## src/rtl/core/brpc_pkg.sv

```systemverilog
// Shared types and constants for the back-EMF ripple position counter.
// No dependencies; imported by every module of the block.
`timescale 1ns / 1ps

package brpc_pkg;

    // Field widths
    localparam int SAMPLE_W   = 16;
    localparam int CUR_W      = 15;
    localparam int BEMF_W     = 12;
    localparam int HIST_W     = 8;
    localparam int HIST_DEPTH = 5;
    localparam int GAP_W      = 7;
    localparam int POS_W      = 15;
    localparam int AXIS_W     = 3;
    localparam int DIR_W      = 2;
    localparam int SHIFT_W    = 3;

    // Configuration port
    localparam int CFG_IDX_W  = 3;
    localparam int CFG_DATA_W = 7;

    // Stream payload widths (padded to whole bytes)
    localparam int IN_DATA_W  = 16;
    localparam int IN_USER_W  = 1;
    localparam int OUT_DATA_W = 56;

    localparam logic [GAP_W-1:0]  GAP_MAX  = 7'd127;
    localparam logic [BEMF_W-1:0] BEMF_MAX = 12'd4095;
    localparam logic [POS_W-1:0]  POS_MAX  = 15'd32767;

    // Sample kind carried in tuser
    typedef enum logic {
        CMD_CURRENT = 1'b0,
        CMD_BEMF    = 1'b1
    } cmd_t;

    // Register indexes of the configuration port
    typedef enum logic [CFG_IDX_W-1:0] {
        REG_ACTIVE_AXIS    = 3'd0,
        REG_MOVE_DIRECTION = 3'd1,
        REG_CURRENT_SHIFT  = 3'd2,
        REG_BEMF_SHIFT     = 3'd3,
        REG_MIN_GAP        = 3'd4
    } cfg_reg_t;

endpackage

```

## src/rtl/core/brpc_lowpass.sv

```systemverilog
// First-order low-pass step: avg + floor((x - avg) / 2^shift), kept in range.
// Depends on brpc_pkg for the shift width.
`timescale 1ns / 1ps

module brpc_lowpass #(
    parameter int W = 12
) (
    input  logic [W-1:0]                 x,
    input  logic [W-1:0]                 avg,
    input  logic [brpc_pkg::SHIFT_W-1:0] shift,
    output logic [W-1:0]                 result
);
    import brpc_pkg::*;

    logic signed [W:0]   diff;
    logic signed [W:0]   step;
    logic signed [W+1:0] sum;

    // Take the difference, shift it arithmetically (floor), add it back
    always_comb
    begin
        diff = $signed({1'b0, x}) - $signed({1'b0, avg});
        step = diff >>> shift;
        sum  = $signed({2'b00, avg}) + $signed({step[W], step});
    end

    // Clamp to the unsigned range of the average
    always_comb
    begin
        if (sum[W+1])
            result = '0;
        else if (sum[W])
            result = '1;
        else
            result = sum[W-1:0];
    end

endmodule

```

## src/rtl/core/bemf_ripple_position_counter.sv

```systemverilog
// Top level of the back-EMF ripple position counter: filters, ripple detector,
// gap counter and per-axis position registers. Depends on brpc_pkg, brpc_lowpass.
`timescale 1ns / 1ps

// Takes one sample word per cycle on the slave stream while the master keeps up
// (tuser selects current or back-EMF) and returns exactly one result word per
// sample on the master stream. Each word passes an input register and a result
// register: the result register takes the word from the input register when it
// is empty or the master side is ready, and all filter, slope, gap and position
// work is done combinationally between the two registers.
// Throughput is one word per cycle, set only by master-side back-pressure.
// Configuration writes on cfg_we/cfg_index/cfg_data must be made while no words
// are in flight. Positions exist for axes below NUM_AXES (the axis select is
// three bits); a selected axis at or above NUM_AXES reports position zero.
module bemf_ripple_position_counter #(
    parameter int NUM_AXES = 8
) (
    input  logic                                clk,
    input  logic                                rst_n,

    input  logic                                s_tvalid,
    output logic                                s_tready,
    // [15:0] sample (signed)
    input  logic [brpc_pkg::IN_DATA_W-1:0]      s_tdata,
    // [0] command
    input  logic [brpc_pkg::IN_USER_W-1:0]      s_tuser,

    output logic                                m_tvalid,
    input  logic                                m_tready,
    // [14:0] filtered_current, [26:15] filtered_bemf, [27] ripple_seen,
    // [42:28] axis_position, [49:43] gap_count, [55:50] zero
    output logic [brpc_pkg::OUT_DATA_W-1:0]     m_tdata,

    input  logic                                cfg_we,
    input  logic [brpc_pkg::CFG_IDX_W-1:0]      cfg_index,
    input  logic [brpc_pkg::CFG_DATA_W-1:0]     cfg_data
);
    import brpc_pkg::*;

    localparam int AXIS_SLOTS = (NUM_AXES < (1 << AXIS_W)) ? NUM_AXES : (1 << AXIS_W);
    localparam int IDX_W      = (AXIS_SLOTS > 1) ? $clog2(AXIS_SLOTS) : 1;
    localparam int PAD_W      = OUT_DATA_W - (CUR_W + BEMF_W + 1 + POS_W + GAP_W);

    // Configuration registers
    logic [AXIS_W-1:0]        active_axis_reg;
    logic signed [DIR_W-1:0]  move_direction_reg;
    logic [SHIFT_W-1:0]       current_shift_reg;
    logic [SHIFT_W-1:0]       bemf_shift_reg;
    logic [GAP_W-1:0]         min_gap_reg;

    // Input stage
    logic                     in_valid_reg;
    cmd_t                     in_cmd_reg;
    logic signed [SAMPLE_W-1:0] in_sample_reg;

    // Block state
    logic [CUR_W-1:0]         current_avg_reg;
    logic [BEMF_W-1:0]        bemf_avg_reg;
    logic [HIST_W-1:0]        hist_reg [HIST_DEPTH];
    logic [GAP_W-1:0]         gap_reg;
    logic [POS_W-1:0]         pos_reg [AXIS_SLOTS];

    // Result stage
    logic                     out_valid_reg;
    logic [CUR_W-1:0]         out_current_reg;
    logic [BEMF_W-1:0]        out_bemf_reg;
    logic                     out_seen_reg;
    logic [POS_W-1:0]         out_pos_reg;
    logic [GAP_W-1:0]         out_gap_reg;

    // Combinational next values
    logic                     advance;
    logic                     process;
    logic [CUR_W-1:0]         cur_x;
    logic [BEMF_W-1:0]        bemf_x;
    logic [CUR_W-1:0]         current_filt;
    logic [BEMF_W-1:0]        bemf_filt;
    logic [HIST_W-1:0]        new_top;
    logic [HIST_W:0]          mean_a_sum;
    logic [HIST_W:0]          mean_b_sum;
    logic signed [HIST_W-1:0] slope_a;
    logic signed [HIST_W-1:0] slope_b;
    logic                     is_min;
    logic                     ripple;
    logic                     axis_ok;
    logic [IDX_W-1:0]         axis_idx;
    logic [POS_W-1:0]         cur_pos;
    logic signed [POS_W+1:0]  pos_sum;
    logic [POS_W-1:0]         pos_step;
    logic [CUR_W-1:0]         current_avg_next;
    logic [BEMF_W-1:0]        bemf_avg_next;
    logic [GAP_W-1:0]         gap_next;
    logic                     seen_next;
    logic [POS_W-1:0]         pos_out_next;

    // Handshake: the input register refills whenever its word moves on
    assign advance  = !out_valid_reg || m_tready;
    assign process  = in_valid_reg && advance;
    assign s_tready = !in_valid_reg || advance;

    assign m_tvalid = out_valid_reg;
    assign m_tdata  = {{PAD_W{1'b0}}, out_gap_reg, out_pos_reg, out_seen_reg,
                       out_bemf_reg, out_current_reg};

    // Clamp the raw sample for each filter
    always_comb
    begin
        if (in_sample_reg[SAMPLE_W-1])
            cur_x = '0;
        else
            cur_x = in_sample_reg[CUR_W-1:0];

        if (in_sample_reg[SAMPLE_W-1])
            bemf_x = '0;
        else if (in_sample_reg[SAMPLE_W-2:BEMF_W] != '0)
            bemf_x = BEMF_MAX;
        else
            bemf_x = in_sample_reg[BEMF_W-1:0];
    end

    brpc_lowpass #(
        .W      (CUR_W)
    ) u_current_lp (
        .x      (cur_x),
        .avg    (current_avg_reg),
        .shift  (current_shift_reg),
        .result (current_filt)
    );

    brpc_lowpass #(
        .W      (BEMF_W)
    ) u_bemf_lp (
        .x      (bemf_x),
        .avg    (bemf_avg_reg),
        .shift  (bemf_shift_reg),
        .result (bemf_filt)
    );

    // Slopes over the shifted history: newest against the mean of the two before
    always_comb
    begin
        new_top    = bemf_filt[BEMF_W-1:BEMF_W-HIST_W];
        mean_a_sum = {1'b0, hist_reg[1]} + {1'b0, hist_reg[2]};
        mean_b_sum = {1'b0, hist_reg[3]} + {1'b0, hist_reg[4]};
        slope_a    = $signed(hist_reg[3] - mean_a_sum[HIST_W:1]);
        slope_b    = $signed(new_top - mean_b_sum[HIST_W:1]);
        is_min     = (slope_a < 0) && (slope_b > 0) && (slope_a < slope_b);
        ripple     = is_min && (gap_reg > min_gap_reg);
    end

    // Active axis position and its stepped, clamped value
    always_comb
    begin
        axis_ok  = ({{(32-AXIS_W){1'b0}}, active_axis_reg} < NUM_AXES);
        axis_idx = active_axis_reg[IDX_W-1:0];
        cur_pos  = axis_ok ? pos_reg[axis_idx] : '0;
        pos_sum  = $signed({2'b00, cur_pos})
                 + $signed({{(POS_W){move_direction_reg[DIR_W-1]}}, move_direction_reg});
        if (pos_sum[POS_W+1])
            pos_step = '0;
        else if (pos_sum[POS_W])
            pos_step = POS_MAX;
        else
            pos_step = pos_sum[POS_W-1:0];
    end

    // Select what this word changes
    always_comb
    begin
        current_avg_next = current_avg_reg;
        bemf_avg_next    = bemf_avg_reg;
        gap_next         = gap_reg;
        seen_next        = 1'b0;
        pos_out_next     = cur_pos;
        case (in_cmd_reg)
            CMD_CURRENT:
            begin
                current_avg_next = current_filt;
            end
            CMD_BEMF:
            begin
                bemf_avg_next = bemf_filt;
                if (ripple)
                begin
                    seen_next = 1'b1;
                    gap_next  = '0;
                    if (axis_ok)
                        pos_out_next = pos_step;
                end
                else if (gap_reg != GAP_MAX)
                begin
                    gap_next = gap_reg + 1'b1;
                end
            end
            default:
            begin
                current_avg_next = current_avg_reg;
            end
        endcase
    end

    // Configuration registers
    always_ff @(posedge clk or negedge rst_n)
    begin
        if (!rst_n)
        begin
            active_axis_reg    <= '0;
            move_direction_reg <= '0;
            current_shift_reg  <= SHIFT_W'(1);
            bemf_shift_reg     <= SHIFT_W'(1);
            min_gap_reg        <= GAP_W'(3);
        end
        else if (cfg_we)
        begin
            case (cfg_index)
                REG_ACTIVE_AXIS:    active_axis_reg    <= cfg_data[AXIS_W-1:0];
                REG_MOVE_DIRECTION: move_direction_reg <= $signed(cfg_data[DIR_W-1:0]);
                REG_CURRENT_SHIFT:  current_shift_reg  <= cfg_data[SHIFT_W-1:0];
                REG_BEMF_SHIFT:     bemf_shift_reg     <= cfg_data[SHIFT_W-1:0];
                REG_MIN_GAP:        min_gap_reg        <= cfg_data[GAP_W-1:0];
                default:            min_gap_reg        <= min_gap_reg;
            endcase
        end
    end

    // Input register: hold the word until the result stage can take it
    always_ff @(posedge clk or negedge rst_n)
    begin
        if (!rst_n)
            in_valid_reg <= 1'b0;
        else if (s_tready)
            in_valid_reg <= s_tvalid;
    end

    always_ff @(posedge clk)
    begin
        if (s_tvalid && s_tready)
        begin
            in_cmd_reg    <= cmd_t'(s_tuser[0]);
            in_sample_reg <= $signed(s_tdata[SAMPLE_W-1:0]);
        end
    end

    // Block state: advance on each processed word
    always_ff @(posedge clk or negedge rst_n)
    begin
        if (!rst_n)
        begin
            current_avg_reg <= '0;
            bemf_avg_reg    <= '0;
            gap_reg         <= '0;
            for (int i = 0; i < HIST_DEPTH; i++)
                hist_reg[i] <= '0;
            for (int i = 0; i < AXIS_SLOTS; i++)
                pos_reg[i] <= '0;
        end
        else if (process)
        begin
            current_avg_reg <= current_avg_next;
            bemf_avg_reg    <= bemf_avg_next;
            gap_reg         <= gap_next;
            if (in_cmd_reg == CMD_BEMF)
            begin
                for (int i = 0; i < HIST_DEPTH - 1; i++)
                    hist_reg[i] <= hist_reg[i+1];
                hist_reg[HIST_DEPTH-1] <= new_top;
            end
            if (seen_next && axis_ok)
                pos_reg[axis_idx] <= pos_step;
        end
    end

    // Result register
    always_ff @(posedge clk or negedge rst_n)
    begin
        if (!rst_n)
            out_valid_reg <= 1'b0;
        else if (advance)
            out_valid_reg <= in_valid_reg;
    end

    always_ff @(posedge clk)
    begin
        if (process)
        begin
            out_current_reg <= current_avg_next;
            out_bemf_reg    <= bemf_avg_next;
            out_seen_reg    <= seen_next;
            out_pos_reg     <= pos_out_next;
            out_gap_reg     <= gap_next;
        end
    end

endmodule

```

## config.mk

```make
export PLATFORM = sky130hd
export DESIGN_NAME = bemf_ripple_position_counter
export DESIGN_NICKNAME = d
export VERILOG_FILES = /design/src/rtl/core/brpc_pkg.sv /design/src/rtl/core/brpc_lowpass.sv /design/src/rtl/core/bemf_ripple_position_counter.sv
export SDC_FILE = /design/constraint.sdc
export NUM_CORES = 1
export LEC_CHECK = 0
export BUFFER_PORTS_ARGS = -buffer_cell sky130_fd_sc_hd__buf_4
export CORE_MARGIN = 4
export CORE_UTILIZATION = 55
export DETAILED_ROUTE_END_ITERATION = 16
export GPL_TIMING_DRIVEN = 0
export PLACE_DENSITY = 0.85
export SLEW_MARGIN = 20
export SYNTH_ARGS = -nofsm -noshare
export SYNTH_HDL_FRONTEND = slang
export SYNTH_SLANG_ARGS = --single-unit
export TNS_END_PERCENT = 20
```

## constraint.sdc

```tcl
create_clock -name clk -period 11.7 [get_ports clk]
set_clock_uncertainty 0.05 [all_clocks]
set_input_delay 1.17 -clock clk [delete_from_list [all_inputs] [get_ports clk]]
set_output_delay 1.17 -clock clk [all_outputs]
set_load 0.03 [all_outputs]
```

==> impl_metrics.csv, run 1 <==
group,metric,value,unit
status,status,"complete, no violations",
synth,ys_warn_count,0,
timing,slew_headroom,0.312,
route,first_pass_iters,5,
synth,synth_seq_area_share,0.396,
finish,final_common_cell,"dfrtp_1",
critical_path,crit_top_cell,"ha_1",
timing,slew_violations,0,
synth,synth-edff-count,67,
place,place_ws,112,ps
critical_path,cp_max_fo,10,
floorplanning,initial_core_util,0.557,
critical_path,startpoint_type,"flop",
min_path,min_path_type,"in -> async",
route,routed-wl-met3,3520,um
critical_path,crit_slowest_cell,"edfxtp_1",
clock_tree,clkSlewWorstSetupHoldPaths,60,ps
critical_path,r2r_slack,530,ps
synth,synth_cell_types,88,
global_route,gr-usage-all-layers,0.260,
critical_path,cpPeakStageDelay,510,ps
global_route,grt_max_degree,103,
floorplanning,die_width,190,um
critical_path,r2r-start,"in_sample_reg[15]",
clock_tree,cts-root-buf,"clkbuf_16",
finish,fillers,2539,
global_route,grt_pass1_wl,76100,um
finish,final_cell_mix,"dfrtp_1 (202), nand2_1 (196), nor2_1 (122)",
synth,ys_ff_latch,273,
synth,synthCells,1754,
place,place_inst,2286,
place,port_buffers,83,
global_route,antenna_found_initial,0,
place,place_congestion,0.943,
critical_path,setup.worst_path.class,"reg -> reg",
floorplanning,die_h,190,um
route,wl_met2,22800,um
finish,stdcell_count,2343,
finish,drive_above_1_share,0.196,
synth,synthFlopType,"dfrtp_1",
finish,final_area,20500,sq um
clock_tree,cts_sinks,273,
timing,setup_violations,0,
critical_path,end_kind,"flop",
global_route,grt_pass1_vias,14600,
timing,fin_crit_sh,0.955,
timing,hold_viol_final,0,
place,dp_hpwl,34900,um
floorplanning,io_pins,90,
floorplanning,core-area,32500,sq um
critical_path,reg2reg_to,"out_pos_reg[9]",
critical_path,ff2ff_path_depth,39,
place,place_area,19400,sq um
finish,largest_reg_flops,120,
clock_tree,clockBufferDepth,3,
clock_tree,cts_made_buffers,30,
route,drcViolationCount,0,
timing,whs,425,ps
timing,setup_ws,525,ps
route,drt_wl_total,48100,um
synth,async_reset_ff_frac,0.755,
route,routed.top_layer,"met4",
finish,area_delta_synth_final,13.2,%
clock_tree,h-tree-depth,1,
floorplanning,die_area,35900,sq um
timing,final.min_clock_period,11170,ps
floorplanning,core.rowCount,66,
route,viasPerCell,6.12,
timing,tightest_slew,1020,ps
critical_path,arrival,11420,ps
finish,diodes,0,
synth,netlist_area,18100,sq um
clock_tree,cts_tree,"yes",
global_route,overflow,0,
clock_tree,clkLatencyLatePin,570,ps
route,drtIter0Drc,1279,
synth,syn_area_per_cell,10.3,sq um
timing,max_freq,89.5,MHz
critical_path,cp.required,11950,ps
finish,fin_nets,2032,
route,m1WireLength,20100,um
route,wl_per_cell,20.5,um
route,num_vias,14300,
clock_tree,postCtsHoldBufs,0,
run,max_cap_viol_count,0,
route,ant_nets,0,
per-layer routing:
layer  up-vias  track usage
li1       6585            -
met1      7064        0.342
met2       586        0.434
met3       111       0.0507
met4         0       0.0913
met5         -            0
critical path, delay by kind of cell, from the launching register on:
family	cells	cell delay [ps]
AOI/OAI and AO/OA	19	4780
xor gates and xnor gates	2	570
adders and majority gates	5	1560
buffers and inverters	3	810
DFF	1	510
muxes	3	1000
and+or+nand+nor	7	1600
logic make-up (layout without fill, tap and decap cells):
logic type,after synthesis,in the layout,synth area share
AND/OR/NAND/NOR,503,503,0.133
AO/OA/AOI/OAI,392,392,0.146
flip-flops,273,273,0.396
multiplexers,219,219,0.156
buffers and inverters,163,305,0.0407
adder cells (fa/ha/maj),123,123,0.0887
XOR/XNOR,80,80,0.0387
other,1,6,0.000207
repair_timing:
| item | in CTS | in global routing |
|---|---|---|
| setup buffers | 0 | 1 |
| resized for setup | 1 | 13 |
| setup endpoints to repair | 3 | 147 |
| pin swaps | 0 | 1 |
worst max path at each step:
stage | start | to | slack (ps)
CTS | in_sample_reg[15] | out_pos_reg[10] | 70
finish | in_sample_reg[15] | out_pos_reg[9] | 530
global placement | in_sample_reg[15] | out_pos_reg[10] | 320
floorplan | in_sample_reg[15] | out_pos_reg[10] | 2010
global route | in_sample_reg[15] | out_pos_reg[10] | -20
detailed placement | in_sample_reg[15] | out_pos_reg[10] | 110
metrics by stage:
step	setup TNS, ps	utilization
floorplan	0	-
global placement	0	0.594
detailed placement	0	0.596
CTS	0	0.628
global route	-48.2	0.630
finish	0	0.630
final cells by class:
cell class                 count  area [sq um]  area share
buffer                        78           419      0.0204
timing repair buffer          86           693      0.0338
clock buffer                  40           861      0.0420
multi-input combinational   1323         10300       0.502
clock inverter                16           194     0.00946
sequential                   273          7170       0.350
inverter                      85           322      0.0157
tap                          442           553      0.0270
Yosys cell counts, types with 25 or more instances:
cell type | n | share of area
clkbuf_1 | 50 | 0.010
nand2_1 | 196 | 0.041
nor2_1 | 122 | 0.025
inv_1 | 81 | 0.017
mux2_4 | 60 | 0.050
ha_1 | 114 | 0.079
nand2b_1 | 27 | 0.0093
mux2_2 | 94 | 0.058
o21a_1 | 35 | 0.015
dfrtp_1 | 202 | 0.28
nor2b_1 | 33 | 0.011
xor2_1 | 26 | 0.013
xnor2_1 | 54 | 0.026
edfxtp_1 | 67 | 0.11
a221oi_1 | 26 | 0.013
nor3_1 | 25 | 0.0069
a21oi_1 | 78 | 0.022
mux2i_1 | 33 | 0.018
o21ai_0 | 97 | 0.027
Power of run 1 is left out: the tool's default activity adds up to more than one toggle a clock period on the data nets, which glitch-free logic cannot reach.
==> run 2: changes to the inputs <==
--- a/config.mk
+++ b/config.mk
@@ -14,5 +14,6 @@
 export SLEW_MARGIN = 20
 export SYNTH_ARGS = -nofsm -noshare
 export SYNTH_HDL_FRONTEND = slang
+export SYNTH_HIERARCHICAL = 1
 export SYNTH_SLANG_ARGS = --single-unit
 export TNS_END_PERCENT = 20
==> impl_metrics.csv, run 2 <==
group,metric,value,unit
floorplanning,die_width,191,um
timing,fin_crit_sh,0.896,
synth,synth_compound_area_frac,0.160,
critical_path,arrival,10790,ps
critical_path,end_kind,"flop",
finish,final_common_cell,"dfrtp_1",
run,max_cap_viol_count,0,
finish,largest_reg_flops,120,
clock_tree,cts_made_buffers,30,
synth,yosysTopAreaCell,"dfrtp_1",
status,status,"complete, no violations",
finish,drive_above_1_share,0.240,
clock_tree,cts_setup_buffers,0,
global_route,grt_pass1_vias,14400,
synth,syn_area_per_cell,10.6,sq um
synth,synth_top_family_by_area,"multiplexers",
clock_tree,h-tree-depth,1,
timing,final.min_clock_period,10480,ps
synth,synthAdderAreaFrac,0.0862,
clock_tree,clkSlewWorstSetupHoldPaths,60,ps
finish,seqCellArea,7170,sq um
synth,synth_top_area_frac,0.273,
route,ant_nets,0,
route,drtIter0Drc,1531,
timing,slew_headroom,0.275,
finish,diodes,0,
synth,synth_seq_area_share,0.388,
critical_path,cpPeakStageDelay,550,ps
finish,area_delta_synth_final,12.6,%
timing,slew_violations,0,
synth,synth.area.mux_share,0.166,
synth,post-synth-top-count-cell,"dfrtp_1",
floorplanning,initial_core_util,0.563,
critical_path,cp.required,12010,ps
finish,stdcell_count,2339,
critical_path,r2r_slack,1220,ps
place,dp_hpwl,35900,um
global_route,overflow,0,
place,place_congestion,0.948,
critical_path,crit_slowest_cell,"nor3_1",
clock_tree,cts-root-buf,"clkbuf_16",
clock_tree,clkLatencyLatePin,620,ps
clock_tree,postCtsHoldBufs,0,
synth,ys_warn_count,6,
global_route,antenna_found_initial,0,
clock_tree,cts_sinks,273,
synth,synth-edff-count,67,
timing,setup_violations,0,
route,drt_wl_total,49500,um
route,drcViolationCount,0,
synth,synthCells,1750,
synth,async_reset_ff_frac,0.755,
global_route,gr-usage-all-layers,0.269,
timing,rsz0062_at_grt,"no",
global_route,grt_pass1_wl,78800,um
timing,tns,0,ps
timing,whs,302,ps
min_path,min_path_type,"in -> async",
finish,fin_nets,2027,
route,viasPerCell,6.25,
place,place_inst,2283,
floorplanning,io_pins,90,
global_route,grt_max_degree,102,
clock_tree,clockBufferDepth,3,
floorplanning,core-area,32900,sq um
synth,netlist_area,18500,sq um
synth,yosys-top-cells-count,"dfrtp_1 (202), mux2_2 (187), nand2_1 (178)",
finish,multi_input_area,10500,sq um
timing,tightest_slew,1080,ps
synth,ys_ff_latch,273,
critical_path,path_buf_inv,6,
place,port_buffers,83,
synth,synthTopCellsByArea,"dfrtp_1 (27%), mux2_2 (11%), edfxtp_1 (11%)",
finish,fillers,2598,
floorplanning,die_h,191,um
finish,final_cell_mix,"dfrtp_1 (202), mux2_2 (187), nand2_1 (178)",
route,first_pass_iters,6,
floorplanning,core.rowCount,66,
synth,synth_cell_types,107,
route,wl_per_cell,21.2,um
timing,hold_viol_final,0,
critical_path,crit_top_cell,"ha_1",
critical_path,cp_max_fo,10,
synth,synthFlopType,"dfrtp_1",
clock_tree,postCtsResizedCells,0,
synth,synth-xor-area-share,0.0368,
synth,yosys.area_share.simple,0.118,
floorplanning,die_area,36600,sq um
timing,max_freq,95.4,MHz
clock_tree,cts_tree,"yes",
critical_path,setup.worst_path.class,"reg -> reg",
critical_path,startpoint_type,"flop",
critical_path,path_delay_family,"compound AO/OA/AOI/OAI gates",
route,num_vias,14600,
run 2: area by class of cell:
cell class | count | area share
buffer | 73 | 0.0224
clock buffer | 44 | 0.0420
timing repair buffer | 86 | 0.0342
tap | 442 | 0.0265
multi-input combinational | 1315 | 0.505
inverter | 94 | 0.0169
clock inverter | 12 | 0.00835
sequential | 273 | 0.344
run 2: cells by family after synthesis:
kind of cell    count (synthesis)
compound gates                404
xor+xnor                       76
fa+ha+maj                     122
buf+inv                       167
flops                         273
mux                           258
other cells                     1
simple gates                  449
run 2: final timing paths:
| check | start | to | depth (start not counted) |
|---|---|---|---|
| max | in_sample_reg[15] | out_pos_reg[8] | 39 |
| min | rst_n | current_avg_reg[11] | 1 |
| max reg2reg | in_sample_reg[15] | out_pos_reg[8] | 39 |
| min reg2reg | hist_reg[16] | hist_reg[24] | 2 |
| max in group asynchronous | rst_n | bemf_avg_reg[8] | 3 |
| min in group clk | hist_reg[16] | hist_reg[24] | 2 |
run 2: through the flow:
stage,setup WS [ps],area (sq um),utilization
after global routing,726,20800,0.634
final,1220,20800,0.634
after detailed placement,1350,19800,0.602
after global placement,1570,19700,0.599
after floorplan,3250,18500,-
after CTS,1340,20800,0.634
run 2: worst reg2reg max path, delay by kind of cell (launching register included):
kind | cells | cell delay, ps
mux | 2 | 540
simple gates | 8 | 2170
buf+inv | 6 | 1160
flops | 1 | 490
compound gates | 17 | 3880
xor+xnor | 1 | 360
fa+ha+maj | 5 | 1620
run 2: metal layers:
layer  vias up  global-route usage  share of wire
met1      7208               0.372           0.42
met3       125              0.0409          0.078
li1       6640                   -              -
met4         0              0.0912          0.039
met2       640               0.436           0.46
met5         -                   0              0
Power of run 2 is left out for the same reason.
==> run 3: changes to the inputs <==
--- a/config.mk
+++ b/config.mk
@@ -6,11 +6,13 @@
 export NUM_CORES = 1
 export LEC_CHECK = 0
 export BUFFER_PORTS_ARGS = -buffer_cell sky130_fd_sc_hd__buf_4
+export CELL_PAD_IN_SITES_DETAIL_PLACEMENT = 1
+export CELL_PAD_IN_SITES_GLOBAL_PLACEMENT = 2
 export CORE_MARGIN = 4
-export CORE_UTILIZATION = 55
+export CORE_UTILIZATION = 42
 export DETAILED_ROUTE_END_ITERATION = 16
 export GPL_TIMING_DRIVEN = 0
-export PLACE_DENSITY = 0.85
+export PLACE_DENSITY = 0.93
 export SLEW_MARGIN = 20
 export SYNTH_ARGS = -nofsm -noshare
 export SYNTH_HDL_FRONTEND = slang
==> impl_metrics.csv, run 3 (synthesized netlist as in run 2, its figures left out) <==
group,metric,value,unit
floorplanning,core.rowCount,76,
timing,tightest_slew,1010,ps
status,status,"complete, no violations",
clock_tree,clkSlewWorstSetupHoldPaths,60,ps
floorplanning,io_pins,90,
finish,stdcell_count,2488,
route,first_pass_iters,5,
global_route,gr-usage-all-layers,0.234,
critical_path,setup.worst_path.class,"reg -> reg",
clock_tree,clkLatencyLatePin,560,ps
route,num_vias,14400,
critical_path,cp_max_fo,10,
timing,slew_violations,0,
critical_path,crit_start,"in_sample_reg[15]",
timing,fin_crit_sh,0.899,
global_route,overflow,0,
critical_path,end_kind,"flop",
finish,final_cell_mix,"dfrtp_1 (202), mux2_2 (187), nand2_1 (178)",
critical_path,cpPeakStageDelay,610,ps
global_route,grt_pass1_vias,15700,
clock_tree,cts-root-buf,"clkbuf_16",
timing,final.min_clock_period,10510,ps
global_route,grt_pass1_wl,88100,um
route,viasPerCell,5.80,
min_path,holdCritStartpoint,"hist_reg[24]",
clock_tree,cts_made_buffers,34,
route,ant_nets,0,
floorplanning,die_area,47500,sq um
place,place_inst,2426,
min_path,min_path_type,"reg -> reg",
timing,rsz0062_at_grt,"no",
critical_path,crit_top_cell,"ha_1",
finish,final_common_cell,"dfrtp_1",
clock_tree,clockBufferDepth,3,
timing,max_freq,95.1,MHz
timing,slew_headroom,0.319,
finish,largest_reg_flops,120,
route,wl_per_cell,22.4,um
clock_tree,h-tree-depth,2,
place,dp_hpwl,41300,um
finish,diodes,0,
timing,tns,0,ps
floorplanning,die_h,218,um
timing,whs,431,ps
critical_path,r2r-start,"in_sample_reg[15]",
finish,finalCoreUtilization,0.488,
finish,fin_nets,2031,
finish,fillers,4748,
route,drcViolationCount,0,
timing,setup_violations,0,
critical_path,startpoint_type,"flop",
critical_path,arrival,10770,ps
finish,drive_above_1_share,0.243,
run,max_cap_viol_count,0,
critical_path,cp.required,11960,ps
place,place_congestion,0.875,
place,port_buffers,83,
clock_tree,cts_tree,"yes",
floorplanning,core-area,43300,sq um
global_route,antenna_found_initial,0,
clock_tree,postCtsHoldBufs,0,
floorplanning,initial_core_util,0.428,
clock_tree,postCtsResizedCells,0,
route,drtIter0Drc,695,
finish,area_delta_synth_final,14.2,%
clock_tree,cts_setup_buffers,0,
clock_tree,cts_sinks,273,
route,drt_wl_total,55600,um
critical_path,crit_slowest_cell,"nor2_2",
timing,hold_viol_final,0,
global_route,grt_max_degree,78,
floorplanning,die_width,218,um
[run 3: area by class of cell]
class                           count  area, sq um  share of cell area
Multi-Input combinational cell   1315        10500               0.498
Sequential cell                   273         7170               0.339
Clock buffer                       47          981              0.0464
Tap cell                          585          732              0.0346
Timing Repair Buffer               86          706              0.0334
Buffer                             73          467              0.0221
Inverter                           94          353              0.0167
Clock inverter                     15          191             0.00906
[run 3: stage by stage]
step                instance area (sq um)  worst slack [ps]
floorplan                           18500              3250
global placement                    19900              1370
detailed placement                  20000              1330
CTS                                 21100              1260
global route                        21100               419
finish                              21100              1190
[run 3: worst max-delay path: cells and delay by family, from the launching register on]
kind                       cells  cell delay [ps]
DFF                            1              460
AOI/OAI and AO/OA             17             3850
muxes                          2              560
and+or+nand+nor                8             2120
adders and majority gates      5             1660
buffers and inverters          6             1210
xor gates and xnor gates       1              350
[run 3: worst paths after layout]
path	end	slack, ps	cells past startpoint
min in group asynchronous	current_avg_reg[5]	530	1
max in group asynchronous	pos_reg[72]	10250	2
hold / removal	hist_reg[24]	430	2
hold reg to reg	hist_reg[24]	430	2
setup reg to reg	out_pos_reg[12]	1190	39
setup / recovery	out_pos_reg[12]	1190	39
[run 3: routing by layer]
| metal | track usage | part of all wire | up-vias | wire length (um) |
|---|---|---|---|---|
| li1 | - | - | 6645 | - |
| met3 | 0.0290 | 0.040 | 96 | 2240 |
| met4 | 0.0752 | 0.029 | 0 | 1620 |
| met1 | 0.303 | 0.44 | 7376 | 24500 |
| met2 | 0.407 | 0.49 | 318 | 27300 |
| met5 | 0 | 0 | - | 0 |
Power of run 3 is left out for the same reason.
